$ cat src/rtl/core/mkar_pkg.sv
// Shared types and constants for the multi-key auto-repeat engine.
// Depends on nothing; every other file of the block imports it.
`timescale 1ns / 1ps

package mkar_pkg;

    // Payload field widths.
    localparam int REQ_W = 2;
    localparam int KEY_W = 8;
    localparam int CMD_W = 16;
    localparam int CNT_W = 16;

    // Request codes carried by req_type.
    localparam logic [REQ_W-1:0] REQ_PRESS   = 2'd0;
    localparam logic [REQ_W-1:0] REQ_RELEASE = 2'd1;
    localparam logic [REQ_W-1:0] REQ_CLEAR   = 2'd2;
    localparam logic [REQ_W-1:0] REQ_TICK    = 2'd3;

    // Result status codes.
    localparam logic STATUS_ACT  = 1'b0;
    localparam logic STATUS_DROP = 1'b1;

    // Most results that one tick may give.
    localparam int RESULT_CAP = 8;
    localparam int CAP_W      = $clog2(RESULT_CAP + 1);

    // Default number of key slots.
    localparam int DEFAULT_SLOTS = 8;

    // Configuration port layout: one 32-bit register every four bytes.
    localparam int APB_ADDR_W = 3;
    localparam int APB_DATA_W = 32;
    localparam logic REG_INIT_DELAY = 1'b0;
    localparam logic REG_REPEAT     = 1'b1;
    localparam logic [CNT_W-1:0] INIT_DELAY_RST = 16'd500;
    localparam logic [CNT_W-1:0] REPEAT_RST     = 16'd33;

    // Control strobes from the sequencer to the slot memories.
    typedef struct packed {
        logic rd_en;
        logic wr_slot_en;
        logic wr_cnt_en;
    } ram_ctrl_t;

endpackage

$ cat src/rtl/core/mkar_cfg_regs.sv
// Configuration registers (initial delay and repeat interval) behind an APB-style port.
// Depends on mkar_pkg.
`timescale 1ns / 1ps

module mkar_cfg_regs (
    input  logic                            aclk,
    input  logic                            aresetn,
    input  logic                            psel,
    input  logic                            penable,
    input  logic                            pwrite,
    input  logic [mkar_pkg::APB_ADDR_W-1:0] paddr,
    input  logic [mkar_pkg::APB_DATA_W-1:0] pwdata,
    output logic [mkar_pkg::APB_DATA_W-1:0] prdata,
    output logic                            pready,
    output logic [mkar_pkg::CNT_W-1:0]      initial_delay,
    output logic [mkar_pkg::CNT_W-1:0]      repeat_interval
);
    import mkar_pkg::*;

    logic [CNT_W-1:0] init_delay_reg;
    logic [CNT_W-1:0] repeat_reg;
    logic             reg_idx;
    logic             wr_en;

    assign pready  = 1'b1;
    assign reg_idx = paddr[2];
    assign wr_en   = psel && penable && pwrite;

    // The register is written in the access phase of a write.
    always_ff @(posedge aclk) begin
        if (!aresetn) begin
            init_delay_reg <= INIT_DELAY_RST;
            repeat_reg     <= REPEAT_RST;
        end else if (wr_en) begin
            unique case (reg_idx)
                REG_INIT_DELAY: init_delay_reg <= pwdata[CNT_W-1:0];
                REG_REPEAT:     repeat_reg     <= pwdata[CNT_W-1:0];
                default: ;
            endcase
        end
    end

    // Read-back mux.
    always_comb begin
        unique case (reg_idx)
            REG_INIT_DELAY: prdata = {{(APB_DATA_W-CNT_W){1'b0}}, init_delay_reg};
            REG_REPEAT:     prdata = {{(APB_DATA_W-CNT_W){1'b0}}, repeat_reg};
            default:        prdata = '0;
        endcase
    end

    assign initial_delay   = init_delay_reg;
    assign repeat_interval = repeat_reg;

endmodule

$ cat src/rtl/core/mkar_slot_ram.sv
// Per-slot storage of key, command and countdown, with registered reads.
// Depends on mkar_pkg.
`timescale 1ns / 1ps

module mkar_slot_ram #(
    parameter int SLOTS = mkar_pkg::DEFAULT_SLOTS
) (
    input  logic                                    aclk,
    input  mkar_pkg::ram_ctrl_t                     ctrl,
    input  logic [((SLOTS > 1) ? $clog2(SLOTS) : 1)-1:0] rd_addr,
    input  logic [((SLOTS > 1) ? $clog2(SLOTS) : 1)-1:0] wr_addr,
    input  logic [mkar_pkg::KEY_W-1:0]              wr_key,
    input  logic [mkar_pkg::CMD_W-1:0]              wr_cmd,
    input  logic [mkar_pkg::CNT_W-1:0]              wr_cnt,
    output logic [mkar_pkg::KEY_W-1:0]              rd_key,
    output logic [mkar_pkg::CMD_W-1:0]              rd_cmd,
    output logic [mkar_pkg::CNT_W-1:0]              rd_cnt
);
    import mkar_pkg::*;

    logic [KEY_W-1:0] key_mem [SLOTS];
    logic [CMD_W-1:0] cmd_mem [SLOTS];
    logic [CNT_W-1:0] cnt_mem [SLOTS];

    logic [KEY_W-1:0] rd_key_reg;
    logic [CMD_W-1:0] rd_cmd_reg;
    logic [CNT_W-1:0] rd_cnt_reg;

    // Key and command are written together when a slot is taken.
    always_ff @(posedge aclk) begin
        if (ctrl.wr_slot_en) begin
            key_mem[wr_addr] <= wr_key;
            cmd_mem[wr_addr] <= wr_cmd;
        end
    end

    // The countdown is written on a press and on every tick update.
    always_ff @(posedge aclk) begin
        if (ctrl.wr_cnt_en) begin
            cnt_mem[wr_addr] <= wr_cnt;
        end
    end

    // Registered read port; the data holds while no read is issued.
    always_ff @(posedge aclk) begin
        if (ctrl.rd_en) begin
            rd_key_reg <= key_mem[rd_addr];
            rd_cmd_reg <= cmd_mem[rd_addr];
            rd_cnt_reg <= cnt_mem[rd_addr];
        end
    end

    assign rd_key = rd_key_reg;
    assign rd_cmd = rd_cmd_reg;
    assign rd_cnt = rd_cnt_reg;

endmodule

$ cat src/rtl/core/mkar_seq.sv
// Slot-scan sequencer: one slot per cycle unless a firing slot waits, via a shared key compare
// and countdown decrement; drives the result register. Depends on mkar_pkg, mkar_slot_ram.
`timescale 1ns / 1ps

module mkar_seq #(
    parameter int SLOTS = mkar_pkg::DEFAULT_SLOTS
) (
    input  logic                         aclk,
    input  logic                         aresetn,
    input  logic [mkar_pkg::CNT_W-1:0]   initial_delay,
    input  logic [mkar_pkg::CNT_W-1:0]   repeat_interval,
    input  logic                         s_valid,
    output logic                         s_ready,
    input  logic [mkar_pkg::REQ_W-1:0]   s_req_type,
    input  logic [mkar_pkg::KEY_W-1:0]   s_key_id,
    input  logic [mkar_pkg::CMD_W-1:0]   s_command_id,
    output logic                         m_valid,
    input  logic                         m_ready,
    output logic [mkar_pkg::CMD_W-1:0]   m_cmd_out,
    output logic                         m_status,
    output logic                         m_last
);
    import mkar_pkg::*;

    localparam int IDX_W = (SLOTS > 1) ? $clog2(SLOTS) : 1;
    localparam int PTR_W = $clog2(SLOTS + 1);
    localparam logic [PTR_W-1:0] PTR_END = PTR_W'(SLOTS);

    localparam logic [1:0] ST_IDLE   = 2'd0;
    localparam logic [1:0] ST_SCAN   = 2'd1;
    localparam logic [1:0] ST_FINISH = 2'd2;

    // Control state.
    logic [1:0]       state_reg;
    logic [SLOTS-1:0] valid_reg;
    logic             p_vld_reg;
    logic             pend_vld_reg;
    logic             m_valid_reg;

    // Item and scan bookkeeping.
    logic [REQ_W-1:0] req_reg;
    logic [KEY_W-1:0] key_reg;
    logic [CMD_W-1:0] cmd_reg;
    logic [PTR_W-1:0] addr_reg;
    logic [IDX_W-1:0] p_idx_reg;
    logic             match_reg;
    logic             free_found_reg;
    logic [IDX_W-1:0] free_idx_reg;
    logic [CAP_W-1:0] fire_cnt_reg;
    logic [CMD_W-1:0] pend_cmd_reg;
    logic [CMD_W-1:0] m_cmd_reg;
    logic             m_status_reg;
    logic             m_last_reg;

    // Slot memory interface.
    ram_ctrl_t        ram_ctrl;
    logic [IDX_W-1:0] wr_addr;
    logic [CNT_W-1:0] wr_cnt;
    logic [KEY_W-1:0] rd_key;
    logic [CMD_W-1:0] rd_cmd;
    logic [CNT_W-1:0] rd_cnt;

    // Shared datapath and sequencing signals.
    logic             out_free;
    logic             slot_live;
    logic             key_hit;
    logic             cnt_armed;
    logic [CNT_W-1:0] cnt_dec;
    logic             is_press;
    logic             is_tick;
    logic             fire;
    logic             adv;
    logic             more;
    logic             fin_done;
    logic             push_en;
    logic [CMD_W-1:0] push_cmd;
    logic             push_status;
    logic             push_last;
    logic [CNT_W-1:0] press_cnt;

    mkar_slot_ram #(
        .SLOTS (SLOTS)
    ) u_slot_ram (
        .aclk    (aclk),
        .ctrl    (ram_ctrl),
        .rd_addr (addr_reg[IDX_W-1:0]),
        .wr_addr (wr_addr),
        .wr_key  (key_reg),
        .wr_cmd  (cmd_reg),
        .wr_cnt  (wr_cnt),
        .rd_key  (rd_key),
        .rd_cmd  (rd_cmd),
        .rd_cnt  (rd_cnt)
    );

    assign s_ready  = (state_reg == ST_IDLE);
    assign out_free = !m_valid_reg || m_ready;
    assign is_press = (req_reg == REQ_PRESS);
    assign is_tick  = (req_reg == REQ_TICK);
    assign more     = (addr_reg < PTR_END);

    // Shared compare and decrement unit, applied to the slot last read from the slot memory.
    assign slot_live = p_vld_reg && valid_reg[p_idx_reg];
    assign key_hit   = slot_live && (rd_key == key_reg);
    assign cnt_armed = slot_live && (rd_cnt != '0);
    assign cnt_dec   = rd_cnt - CNT_W'(1);
    assign fire      = is_tick && cnt_armed && (cnt_dec == '0)
                       && (fire_cnt_reg < CAP_W'(RESULT_CAP));

    // A firing slot waits only when the previous firing cannot leave yet.
    assign adv = !(fire && pend_vld_reg && !out_free);

    // Countdown loaded on a press; a zero delay counts as one tick, a zero interval loads zero.
    assign press_cnt = (repeat_interval == '0) ? '0 :
                       ((initial_delay == '0) ? CNT_W'(1) : initial_delay);

    assign wr_addr = (state_reg == ST_FINISH) ? free_idx_reg : p_idx_reg;

    // Memory strobes, countdown data and result pushes for each state.
    always_comb begin
        ram_ctrl    = '0;
        wr_cnt      = cnt_dec;
        push_en     = 1'b0;
        push_cmd    = pend_cmd_reg;
        push_status = STATUS_ACT;
        push_last   = 1'b0;
        fin_done    = 1'b0;
        unique case (state_reg)
            ST_SCAN: begin
                ram_ctrl.rd_en = adv && more;
                if (adv && is_tick && cnt_armed && ((cnt_dec != '0) || fire)) begin
                    ram_ctrl.wr_cnt_en = 1'b1;
                    wr_cnt = fire ? repeat_interval : cnt_dec;
                end
                if (fire && pend_vld_reg && out_free) begin
                    push_en = 1'b1;
                end
            end
            ST_FINISH: begin
                if (is_press && !match_reg) begin
                    fin_done = out_free;
                    if (out_free) begin
                        push_en            = 1'b1;
                        push_cmd           = cmd_reg;
                        push_last          = 1'b1;
                        push_status        = free_found_reg ? STATUS_ACT : STATUS_DROP;
                        ram_ctrl.wr_slot_en = free_found_reg;
                        ram_ctrl.wr_cnt_en  = free_found_reg;
                        wr_cnt             = press_cnt;
                    end
                end else if (is_tick && pend_vld_reg) begin
                    fin_done = out_free;
                    if (out_free) begin
                        push_en   = 1'b1;
                        push_last = 1'b1;
                    end
                end else begin
                    fin_done = 1'b1;
                end
            end
            default: ;
        endcase
    end

    // Sequencer control state.
    always_ff @(posedge aclk) begin
        if (!aresetn) begin
            state_reg    <= ST_IDLE;
            valid_reg    <= '0;
            p_vld_reg    <= 1'b0;
            pend_vld_reg <= 1'b0;
        end else begin
            unique case (state_reg)
                ST_IDLE: begin
                    if (s_valid) begin
                        if (s_req_type == REQ_CLEAR) begin
                            valid_reg <= '0;
                        end else begin
                            state_reg    <= ST_SCAN;
                            p_vld_reg    <= 1'b0;
                            pend_vld_reg <= 1'b0;
                        end
                    end
                end
                ST_SCAN: begin
                    if (adv) begin
                        p_vld_reg <= more;
                        if (!more) begin
                            state_reg <= ST_FINISH;
                        end
                        if (key_hit && (req_reg == REQ_RELEASE)) begin
                            valid_reg[p_idx_reg] <= 1'b0;
                        end
                        if (fire) begin
                            pend_vld_reg <= 1'b1;
                        end
                    end
                end
                ST_FINISH: begin
                    if (fin_done) begin
                        state_reg <= ST_IDLE;
                        if (is_press && !match_reg && free_found_reg) begin
                            valid_reg[free_idx_reg] <= 1'b1;
                        end
                    end
                end
                default: state_reg <= ST_IDLE;
            endcase
        end
    end

    // Item capture and scan bookkeeping.
    always_ff @(posedge aclk) begin
        if (state_reg == ST_IDLE) begin
            req_reg        <= s_req_type;
            key_reg        <= s_key_id;
            cmd_reg        <= s_command_id;
            addr_reg       <= '0;
            match_reg      <= 1'b0;
            free_found_reg <= 1'b0;
            fire_cnt_reg   <= '0;
        end else if ((state_reg == ST_SCAN) && adv) begin
            p_idx_reg <= addr_reg[IDX_W-1:0];
            if (more) begin
                addr_reg <= addr_reg + PTR_W'(1);
            end
            if (key_hit && is_press) begin
                match_reg <= 1'b1;
            end
            if (is_press && p_vld_reg && !valid_reg[p_idx_reg] && !free_found_reg) begin
                free_found_reg <= 1'b1;
                free_idx_reg   <= p_idx_reg;
            end
            if (fire) begin
                pend_cmd_reg <= rd_cmd;
                fire_cnt_reg <= fire_cnt_reg + CAP_W'(1);
            end
        end
    end

    // Result register: one beat waits here while the scan goes on.
    always_ff @(posedge aclk) begin
        if (!aresetn) begin
            m_valid_reg <= 1'b0;
        end else if (push_en) begin
            m_valid_reg <= 1'b1;
        end else if (m_ready) begin
            m_valid_reg <= 1'b0;
        end
    end

    always_ff @(posedge aclk) begin
        if (push_en) begin
            m_cmd_reg    <= push_cmd;
            m_status_reg <= push_status;
            m_last_reg   <= push_last;
        end
    end

    assign m_valid   = m_valid_reg;
    assign m_cmd_out = m_cmd_reg;
    assign m_status  = m_status_reg;
    assign m_last    = m_last_reg;

endmodule

$ cat src/rtl/core/multi_key_auto_repeat.sv
// Top level of the multi-key auto-repeat engine: configuration port and slot sequencer.
// Depends on mkar_pkg, mkar_cfg_regs, mkar_seq (and through it mkar_slot_ram).
`timescale 1ns / 1ps

// Auto-repeat engine for up to SLOTS keys held at once. A press of a key not yet held
// takes the lowest free slot and gives one activation beat; a press with every slot in
// use gives one beat with status set. Each tick counts down the armed slots and gives a
// beat for each slot that expires, at most eight per tick (a slot that would expire past
// that cap keeps its count), the final beat of an item carrying last. Release and clear
// give no beat. A clear completes in the cycle it is accepted. A press, release or tick
// starts a slot scan, in which the slot memory is read one slot per cycle through a
// registered read port, unless a firing slot must wait for an earlier result beat to be
// taken, and each slot passes through a single key comparator and countdown decrementer;
// a closing state follows the scan. The block accepts no new item until the current one
// has finished. Configuration registers: initial delay at byte address 0, repeat interval
// at byte address 4.
module multi_key_auto_repeat #(
    parameter int SLOTS = mkar_pkg::DEFAULT_SLOTS
) (
    input  logic                            aclk,
    input  logic                            aresetn,
    input  logic                            s_valid,
    output logic                            s_ready,
    input  logic [mkar_pkg::REQ_W-1:0]      s_req_type,
    input  logic [mkar_pkg::KEY_W-1:0]      s_key_id,
    input  logic [mkar_pkg::CMD_W-1:0]      s_command_id,
    output logic                            m_valid,
    input  logic                            m_ready,
    output logic [mkar_pkg::CMD_W-1:0]      m_cmd_out,
    output logic                            m_status,
    output logic                            m_last,
    input  logic                            psel,
    input  logic                            penable,
    input  logic                            pwrite,
    input  logic [mkar_pkg::APB_ADDR_W-1:0] paddr,
    input  logic [mkar_pkg::APB_DATA_W-1:0] pwdata,
    output logic [mkar_pkg::APB_DATA_W-1:0] prdata,
    output logic                            pready
);
    import mkar_pkg::*;

    logic [CNT_W-1:0] initial_delay;
    logic [CNT_W-1:0] repeat_interval;

    mkar_cfg_regs u_cfg_regs (
        .aclk            (aclk),
        .aresetn         (aresetn),
        .psel            (psel),
        .penable         (penable),
        .pwrite          (pwrite),
        .paddr           (paddr),
        .pwdata          (pwdata),
        .prdata          (prdata),
        .pready          (pready),
        .initial_delay   (initial_delay),
        .repeat_interval (repeat_interval)
    );

    mkar_seq #(
        .SLOTS (SLOTS)
    ) u_seq (
        .aclk            (aclk),
        .aresetn         (aresetn),
        .initial_delay   (initial_delay),
        .repeat_interval (repeat_interval),
        .s_valid         (s_valid),
        .s_ready         (s_ready),
        .s_req_type      (s_req_type),
        .s_key_id        (s_key_id),
        .s_command_id    (s_command_id),
        .m_valid         (m_valid),
        .m_ready         (m_ready),
        .m_cmd_out       (m_cmd_out),
        .m_status        (m_status),
        .m_last          (m_last)
    );

    // A dropped press is always the only, and so the final, beat of its item.
    a_drop_is_last: assert property (@(posedge aclk) disable iff (!aresetn)
        m_valid && (m_status == STATUS_DROP) |-> m_last)
        else $error("dropped-press beat without last");

    // A clear completes in the cycle it is accepted.
    a_clear_one_cycle: assert property (@(posedge aclk) disable iff (!aresetn)
        s_valid && s_ready && (s_req_type == REQ_CLEAR) |=> s_ready)
        else $error("not ready after a clear");

    // Every other request starts a slot scan, during which no item is taken.
    a_scan_busy: assert property (@(posedge aclk) disable iff (!aresetn)
        s_valid && s_ready && (s_req_type != REQ_CLEAR) |=> !s_ready)
        else $error("ready during a slot scan");

endmodule
$ cat config.mk
export PLATFORM = sky130hd
export DESIGN_NAME = multi_key_auto_repeat
export DESIGN_NICKNAME = d
export VERILOG_FILES = /design/src/rtl/core/mkar_pkg.sv /design/src/rtl/core/mkar_cfg_regs.sv /design/src/rtl/core/mkar_slot_ram.sv /design/src/rtl/core/mkar_seq.sv /design/src/rtl/core/multi_key_auto_repeat.sv
export SDC_FILE = /design/constraint.sdc
export NUM_CORES = 1
export LEC_CHECK = 0
export CAP_MARGIN = 15
export CORE_ASPECT_RATIO = 1.2
export CORE_MARGIN = 2
export CORE_UTILIZATION = 57
export DETAILED_ROUTE_END_ITERATION = 8
export DONT_BUFFER_PORTS = 1
export HOLD_SLACK_MARGIN = 0.02
export PLACE_DENSITY = 0.76
export SKIP_CTS_REPAIR_TIMING = 1
export SYNTH_ARGS = -nofsm -noshare
export SYNTH_HDL_FRONTEND = slang
export SYNTH_HIERARCHICAL = 1
export SYNTH_SLANG_ARGS = --single-unit
export TNS_END_PERCENT = 50
$ cat constraint.sdc
create_clock -name aclk -period 4.3 [get_ports aclk]
set_input_delay 0 -clock aclk [delete_from_list [all_inputs] [get_ports aclk]]
set_output_delay 0 -clock aclk [all_outputs]
set_load 0.02 [all_outputs]
# After elaboration in Yosys (flattened, before gate mapping)
# Memories as Yosys holds them, arrays and structs flattened. A register that Yosys moved wholly into a read port is not among the register bits.
# Cells that the tools add are included.
# word_totals
wordCells	169
n_memories	3
ramBits	320
inputBits	68
ff_bits	121
output_inout_bits	53
# mem_list
name	depth	word_bits	read_ports	rd_clocked_by_memory_dff	write_ports	line	text
u_seq.u_slot_ram.cmd_mem	8	16	1	1	1	mkar_slot_ram.sv:22	logic [CMD_W-1:0] cmd_mem [SLOTS];
u_seq.u_slot_ram.cnt_mem	8	16	1	1	1	mkar_slot_ram.sv:23	logic [CNT_W-1:0] cnt_mem [SLOTS];
u_seq.u_slot_ram.key_mem	8	8	1	1	1	mkar_slot_ram.sv:21	logic [KEY_W-1:0] key_mem [SLOTS];
# op_classes
muxes	59
n_addsub	3
order_cmp	6
n_eq_ne	15
bitwise	5
reduce_logical	58
# op_table
operator	count
$mux 16	9
$pmux 32 s2	1
$logic_not 16->1	3
$mux 8	6
$pmux 16 s2	1
$reduce_bool 16->1	2
$logic_and 1x1->1	26
$mux 1	25
$pmux 8 s3	1
$sub 16x1->16 const B	1
$mux 2	7
$reduce_and 2->1	7
$ne 2x2->1 const B	5
$reduce_and 5->1	2
$reduce_and 3->1	3
$add 4x1->4 const B	2
$and 8x8->8	1
$eq 8x8->1	1
$lt 3x4->1 const B	2
$lt 4x4->1 const B	2
$ne 2x1->1 const B	4
$not 8->8	1
$or 8x8->8	1
$pmux 1 s2	4
15 further kinds	29

# Logic depth before layout (Yosys ltp)
# Gate-level depths: netlist of run 1.
# depth
ltp_word	17
depth_mapped	12
depth_no_buf	11

# Hierarchy
# The synthesis of run 1 kept the hierarchy.
# modules_own_cells
mod	instances	area_per_inst_um2	cells_each	seq_area_each_um2
mkar_slot_ram	1	13614.3	525	10810.4
mkar_seq	1	4843.4	448	2442.3
mkar_cfg_regs	1	1630.3	166	640.6

# Worst setup path after synthesis of run 1
# OpenSTA, ideal clock, no wires.
# synth_path
path_type	reg2reg
start	reg u_seq.u_slot_ram.rd_cnt_reg[0], in the netlist u_seq/u_slot_ram/rd_cnt[0] (read register of u_seq.u_slot_ram.cnt_mem)
end	mem u_seq.u_slot_ram.cnt_mem[4][0], enable pin
synth_period_minus_slack_ps	4002
t_required_ps	3891
t_arrival_ps	3593
slack_ps	298
stages_incl_launch_ff	13
setup_time_ps	409
n_path_buf	1
cell_sequence	edfxtp_1 inv_1 ha_1 or3b_1 clkbuf_1 or4_1 and2_1 and4_1 o211ai_1 a31oi_1 nor2_1 nand2_1 nor3_1
# synth_rtl
item	line	text
start: declaration	mkar_slot_ram.sv:27	logic [CNT_W-1:0] rd_cnt_reg;
end: declaration	mkar_slot_ram.sv:23	

# Worst setup path after layout of run 1
# layout_path
start	reg u_seq.u_slot_ram.rd_cnt_reg[0], in the netlist u_seq/u_slot_ram/rd_cnt[0] (read register of u_seq.u_slot_ram.cnt_mem)
end	mem u_seq.u_slot_ram.cnt_mem[7][9] (data pin)
# layout_between
elab_chain_len	13
word_cells_on_any_way	20
cone_classes	add/sub (1); mux (5); reduce/logical (14)
# layout_lines
item	line	text
branches (longest 12 deep; another with $sub 16x1->16)	--	
$pmux 16 s2 *	mkar_seq.sv:128	unique case (state_reg)
net u_seq.wr_cnt[9]	mkar_seq.sv:58	logic [CNT_W-1:0] wr_cnt;
# Mark *: on every way through the listed nets, which the timed path passes.

==> run metrics, run 1 <==
run status=completed; Max Freq=267 MHz; clock period minus final worst setup slack=3.74 ns; antenna violations before repair=0; CTS tree=yes; Cells after Synth=1139; TNS Setup=0 ns; CP startpoint kind=register; biggest regs=u_seq/u_slot_ram/cmd_mem x128, u_seq/u_slot_ram/cnt_mem x128, u_seq/u_slot_ram/key_mem x64; xor/xnor share of the synthesized area=less than 1%; first-pass GRT wire length=roughly 60000 um; CTS Root Cell=clkbuf_16; DP HPWL=24000 um; first-pass iteration count of the detailed router=5; relative slew slack=between 30% and 40%; CP arrival=between 3 and 4 ns; Final Hold Viols=0; Clock Path Buffers=3; Total Power=between 9 and 10 mW; diode count=0; total of max-cap violations=0; Synth Area in Adders=0.561%; Post-synth EDFFs=426; top_reg_cell synth=edfxtp_1; Yosys warnings=6; quantity of I/O buffers inserted on ports=0; dominant delay contributor by cell family on the critical path=simple AND/OR/NAND/NOR gates; largest family of logic cells by synthesized area=multiplexers; CP cell instances=inv_1, ha_1, or3b_1, nor4_4, xor2_2, nor4_1, nor4bb_1, buf_4, o21ai_0, a22oi_1; DRC viols=0; post-synthesis mux area share=16.3%; vias in the first global route=10435; # IOs=approximately 120; Seq/Total Area, Yosys=between 60 and 70%; GRT overflow=0; Max IR drop VDD=around 0.48 mV; Synth Area in Simple Gates=approximately 6.7%; Hold Path Class=in2reg; layout cell share with drive strength beyond 1=about 17%; gpl congestion=~0.9; pin count of the biggest net entering global routing=67; crit share post-route=about 87%; row count=75; Yosys reg bits=481; Vias per Instance=~6; Mapped Area=between 20000 and 25000 um^2; clock skew=between 0.02 and 0.03 ns; CP max FO=8; Critical Path RT=approximately 4.5 ns; via count=between 10000 and 15000; nets@finish=1302; final wirelength=~41000 um; asr flop ratio synth=0%; Antenna Violating Nets Remaining=0; CTS Sinks=481; CTS HTree Levels=2; Starting Density=between 50% and 60%; Yosys cell types=71; Crit-path slowest cell=a22oi_1; critical path capture point type=register; Die Height=between 200 and 250 um; die span in x=about 180 um; WL/cell=between 20 and 25 um; RSZ-0062 raised after global routing=no; final setup fails=0; Area growth syn-to-layout=13.1%; pins over their slew limit=0; worst hold slack=slightly below 0.06 ns; die area=roughly 37000 um^2; Compound-Gate Fraction of Synth Area=under 10%; PD cells=~440 nW/um^2; Post-Syn Area per Cell=~18 um^2; Worst Path Buf+Inv=2; Core Area=around 35000 um^2; Clk Latency, worst-skew pair=about 0.57 ns; Clk pin slew, worst setup/hold paths=about 0.07 ns; Pleak=roughly 7.6 nW; GRT Resource Usage Total=between 20 and 25%; Num CTS Buffers=46; critical path class=reg2reg; Worst-Margin Slew=1.01 ns; 1st-iter DRT viols=slightly above 900; CP max stage delay=0.61 ns
-- final timing paths --
path | start | endpoint | slack, ns | depth (start not counted)
max | u_seq/u_slot_ram/rd_cnt[0] | u_seq/u_slot_ram/cnt_mem[7][9] | 0.56 | 10
min | s_key_id[4] | u_seq/key_reg[4] | 0.06 | 1
min reg2reg | u_seq/u_slot_ram/rd_cmd[13] | u_seq/pend_cmd_reg[13] | 0.41 | 0
max reg2reg | u_seq/u_slot_ram/rd_cnt[0] | u_seq/u_slot_ram/cnt_mem[7][9] | 0.56 | 10
-- cells by family after synthesis --
kind of cell,Yosys count
AO/OA/AOI/OAI,103
buffers and inverters,85
XOR/XNOR,22
other,2
multiplexers,188
flip-flops,481
adder cells (fa/ha/maj),9
AND/OR/NAND/NOR,249
-- final cells by class --
cell class | count | area, um^2
clock buffers | 52 | 1170
clock inverters | 29 | 312
multi-input cells | 588 | 5780
well taps | 462 | 578
flip-flops and latches | 481 | 13900
fillers | 2254 | 12100
repair buffers | 95 | 916
inverters | 13 | 48.8
-- layout by cell type (no fill, tap or decap), types with 7 or more instances in the layout --
master / Yosys / final
edfxtp_1: 426 / 426
mux4_1: 80 / 80
mux2_2: 75 / 75
nand2_1: 70 / 70
dlygate4sd3_1: 0 / 63
dfxtp_1: 55 / 52
clkbuf_16: 0 / 46
nor2_1: 46 / 39
mux2i_1: 33 / 33
buf_4: 17 / 28
a21oi_1: 23 / 23
nor2b_1: 22 / 22
o21ai_0: 21 / 21
conb_1: 2 / 17
xnor2_1: 17 / 17
nor3_1: 19 / 15
nor4_1: 15 / 15
nand3_1: 15 / 15
inv_1: 13 / 13
a21o_1: 13 / 13
nand4_1: 11 / 11
clkinv_2: 0 / 9
o221a_2: 8 / 8
ha_1: 9 / 8
and3_1: 7 / 7
nor2_2: 0 / 7
nand2b_1: 7 / 7
-- stage by stage --
stage,setup WS (ns),instance area (um^2),util [%],std cells
floorplan,0.298,20100,-,1154
global placement,0.625,20500,59.0,1571
detailed placement,0.428,20500,59.0,1571
CTS,0.436,22000,63.3,1652
global route,0.179,22700,65.2,1720
finish,0.561,22700,65.2,1720
-- worst register-to-register path, delay by kind of cell, from the launching register on --
family / cells / cell delay (ns)
XOR/XNOR: 1 / 0.18
adder cells (fa/ha/maj): 1 / 0.19
flip-flops: 1 / 0.48
buffers and inverters: 2 / 0.34
AND/OR/NAND/NOR: 4 / 1.52
AO/OA/AOI/OAI: 2 / 0.72
-- synth_stat cells (5+ instances only) --
cell type | instances | share of area, %
nor2_1 | 46 | 0.86
a21o_1 | 13 | 0.49
buf_6 | 15 | 0.84
a22oi_1 | 5 | 0.19
mux4_1 | 80 | 10
buf_2 | 9 | 0.22
nand2b_1 | 7 | 0.22
or3_1 | 6 | 0.19
clkbuf_1 | 29 | 0.54
dfxtp_1 | 55 | 5.5
and3_1 | 7 | 0.22
nand2_1 | 70 | 1.3
nor2b_1 | 22 | 0.69
o221a_2 | 8 | 0.45
a21oi_1 | 23 | 0.57
nor4_1 | 15 | 0.47
inv_1 | 13 | 0.24
o21ai_0 | 21 | 0.52
and2_1 | 5 | 0.16
mux2i_1 | 33 | 1.6
nor3_1 | 19 | 0.47
nand4_1 | 11 | 0.34
edfxtp_1 | 426 | 64
xnor2_1 | 17 | 0.74
ha_1 | 9 | 0.56
nand3_1 | 15 | 0.37
mux2_2 | 75 | 4.2
buf_4 | 17 | 0.64
-- where the power goes --
part / leakage [nW] / internal, mW / switching (mW)
registers: 4.33 / 5.25 / 0.123
logic: 2.59 / 0.228 / 0.336
clock network: 0.716 / 2.28 / 1.70
-- metal layers --
| metal | track usage [%] | share of wire [%] |
|---|---|---|
| met5 | 0 | 0 |
| met3 | 3.86 | 5.9 |
| met4 | 6.64 | 2.4 |
| met1 | 29.3 | 40 |
| met2 | 38.0 | 51 |
(Power assumes the default switching activity.)
==> run 2, diff against run 1 <==
- ABC_AREA: not set -> 1
- CORE_UTILIZATION: 57 -> 58
- PLACE_DENSITY: 0.76 -> 0.77
- clock period: 4.3 -> 3.01 ns (I/O delays scaled with it)
==> run metrics, run 2 <==
first-pass iteration count of the detailed router=6 (+1); biggest regs=u_seq/u_slot_ram/cmd_mem x128, u_seq/u_slot_ram/cnt_mem x128, u_seq/u_slot_ram/key_mem x64; Area growth syn-to-layout=16.1%; CTS HTree Levels=2 (unchanged); pins over their slew limit=0 (unchanged); Area contributors post-synth=edfxtp_1, nand2_1, inv_1, nand3_1, dfxtp_1; Die Height=218 um (+3.8%); fillers=2712 (+20%); Pleak=11.0 nW (+44%); Synth Area in Adders=0.511% (-0.050 points); Cells after Synth=2356 (+110%); Synth Area in Simple Gates=22.5% (+16 points); Worst-Margin Slew=0.884 ns (-0.124 ns); CTS tree=yes; GRT overflow=0 (unchanged); Mapped Area=22000 um^2 (+9.8%); DRC viols=0 (unchanged); worst-case reg-to-reg path depth=14 (+4); via count=16553 (+56%); gpl congestion=0.878 (-5.3%); top-count cell post-synth=nand2_1; RSZ-0062 raised after global routing=yes; CTS Root Cell=clkbuf_16; WL met1=20100 um (+20%); Max IR drop VDD=0.577 mV (+19%); Hold Path Class=in2reg; WHS Endpoint=u_seq/cmd_reg[2]; top sig layer=met4; final setup fails=0 (unchanged); Yosys cell types=47 (-34%); DP HPWL=32500 um (+36%); Antenna Violating Nets Remaining=0 (unchanged); DR WL met3=3900 um (+59%); # IOs=121 (unchanged); 1st-iter DRT viols=1619 (+77%); Starting Density=58.5% (+0.83 points); Clk pin slew, worst setup/hold paths=0.06 ns (about the same); Post-synth EDFFs=426 (unchanged); first-pass GRT wire length=81400 um (+32%); Seq/Total Area, Yosys=63.0% (-6.2 points); Worst Hold Launch=s_command_id[2]; most frequent cells in the layout=nand2_1, edfxtp_1, inv_1; top_reg_cell synth=edfxtp_1; CP max stage delay=0.37 ns (-0.24 ns); Yosys warnings=6 (unchanged); clock period minus final worst setup slack=2.89 ns (-0.850 ns); worst reg2reg setup slack=0.12 ns (-0.44 ns); critical path class=reg2reg; Crit-path slowest cell=edfxtp_1; post-route setup slack=0.121 ns (-0.440 ns); CP cell instances=inv_2, buf_4, ha_1, nand3_1, nor2_1, a21oi_1, buf_4, nand4_1, nor3_4, o21ai_2, buf_4, o21ai_0, a21oi_1, buf_4; Yosys reg bits=481 (unchanged); largest family of logic cells by synthesized area=simple AND/OR/NAND/NOR gates; final wirelength=54200 um (+31%); Synth top area share=58.0% (-5.7 points); Top cell by count, worst path=buf_4; die span in x=182 um (+3.8%); WL/cell=18.1 um (-25%); CTS Sinks=481 (unchanged); Total Power=22.5 mW (+130%); PD cells=878 nW/um^2 (+100%); relative slew slack=40.8% (+8.0 points); GRT Resource Usage Total=26.3% (+4.1 points); Critical Path RT=3.33 ns (-1.21 ns); Vias per Instance=5.53 (-11%); antenna violations before repair=0 (unchanged); most area-hungry cell type in the Yosys netlist=edfxtp_1; Core Area=37700 um^2 (+8.2%); clock skew=0.0320 ns (+0.00220 ns); CP arrival=3.21 ns (-0.77 ns); Clk Latency, worst-skew pair=0.60 ns (+0.03 ns); layout cell share with drive strength beyond 1=13.5% (-3.4 points); diode count=0 (unchanged); Post-Syn Area per Cell=9.36 um^2 (-47%); most common cell after layout, fill and taps aside=nand2_1; Hold Path Cell Cnt=1 (unchanged); Synth top cells by count=nand2_1, edfxtp_1, inv_1; Num CTS Buffers=47 (+2.2%); xor/xnor share of the synthesized area=0.437% (-0.56 points); die area=39600 um^2 (+7.7%); post-synthesis mux area share=0% (-16 points); pin count of the biggest net entering global routing=166 (+150%); vias in the first global route=15713 (+51%); Compound-Gate Fraction of Synth Area=3.36% (-0.30 points); row count=78 (+4.0%); r2r startpoint=u_seq/u_slot_ram/rd_cnt[1]; run status=completed; Met2 Wirelength=28000 um (+32%); Clock Path Buffers=3 (unchanged); asr flop ratio synth=0% (unchanged); quantity of I/O buffers inserted on ports=0 (unchanged); crit share post-route=96.0% (+9.0 points); CP startpoint kind=register; nets@finish=2554 (+96%); R2R Path End=u_seq/u_slot_ram/cnt_mem[5][0]; Final Hold Viols=0 (unchanged); Setup WS pre-CTS=-0.0815 ns (-0.509 ns); CP max FO=8 (unchanged); Max Freq=346 MHz (+29%); critical path capture point type=register; total of max-cap violations=0 (unchanged)
[run 2: changes by cell type after synthesis, moves of 12 or more]
cell | previous run | this run
mux4_1 | 80 | 0
a21o_1 | 13 | 0
o21ai_0 | 21 | 35
buf_2 | 9 | 35
mux2i_1 | 33 | 0
inv_1 | 13 | 305
mux2_2 | 75 | 0
nand2_1 | 70 | 765
nor4_1 | 15 | 3
a21oi_1 | 23 | 52
inv_2 | 0 | 106
nand3_1 | 15 | 226
nor2_1 | 46 | 150
nor2b_1 | 22 | 0
[run 2: kinds of logic after synthesis]
kind of cell | count (synthesis)
xor+xnor | 11
fa+ha+maj | 9
flops | 481
other cells | 2
buf+inv | 527
compound gates | 132
simple gates | 1194
[run 2: worst max-delay path by stage]
stage,startpoint,to,depth (start not counted)
6_report,u_seq/u_slot_ram/rd_cnt[1],u_seq/u_slot_ram/cnt_mem[5][0],14
5_1_grt,u_seq/u_slot_ram/rd_cnt[4],u_seq/u_slot_ram/cnt_mem[2][12],18
4_1_cts,u_seq/u_slot_ram/rd_cnt[0],u_seq/u_slot_ram/cnt_mem[6][9],14
3_5_place_dp,u_seq/u_slot_ram/rd_cnt[0],u_seq/u_slot_ram/cnt_mem[0][9],14
3_3_place_gp,u_seq/u_slot_ram/rd_cnt[0],u_seq/u_slot_ram/cnt_mem[0][9],14
2_1_floorplan,u_seq/u_slot_ram/rd_cnt[0],u_seq/u_slot_ram/cnt_mem[7][0],18
[run 2: area by class of cell]
type | instances | area (um^2) | share of cell area, %
clock buffer | 54 | 1200 | 4.70
clock inverter | 33 | 562 | 2.19
inverter | 415 | 1570 | 6.12
multi-input combinational | 1363 | 6100 | 23.8
sequential | 481 | 13900 | 54.3
tap | 480 | 601 | 2.35
timing repair buffer | 169 | 1670 | 6.53
[run 2: critical path, delay by kind of cell, from the launching register on]
family | cells | cell delay [ns]
AOI/OAI and AO/OA | 4 | 0.74
buffers and inverters | 5 | 0.74
and+or+nand+nor | 4 | 0.59
DFF | 1 | 0.37
adders and majority gates | 1 | 0.17
[run 2: layer usage]
| metal | vias to the layer above | GRT usage (%) |
|---|---|---|
| met1 | 7835 | 31.7 |
| met2 | 797 | 47.4 |
| met3 | 199 | 3.99 |
| met4 | 0 | 10.8 |
| li1 | 7722 | - |
| met5 | - | 0 |
[run 2: power breakdown]
part           total, mW  switching [mW]  internal [mW]
Sequential          9.49           0.582           8.91
Clock               6.58            2.54           4.03
Combinational       6.40            4.48           1.92
[run 2: through the flow]
| step | hold slack [ns] | setup TNS [ns] | utilization, % | instances | instance area, um^2 |
|---|---|---|---|---|---|
| global route | 0.0281 | -0.448 | 68.0 | 2995 | 25600 |
| detailed placement | 0.0929 | -0.761 | 60.7 | 2824 | 22900 |
| CTS | -0.525 | -0.706 | 65.4 | 2911 | 24600 |
| floorplan | 0.0989 | -25.50 | - | 2371 | 22100 |
| finish | 0.0319 | 0 | 68.0 | 2995 | 25600 |
| global placement | 0.0877 | 0 | 60.7 | 2824 | 22900 |
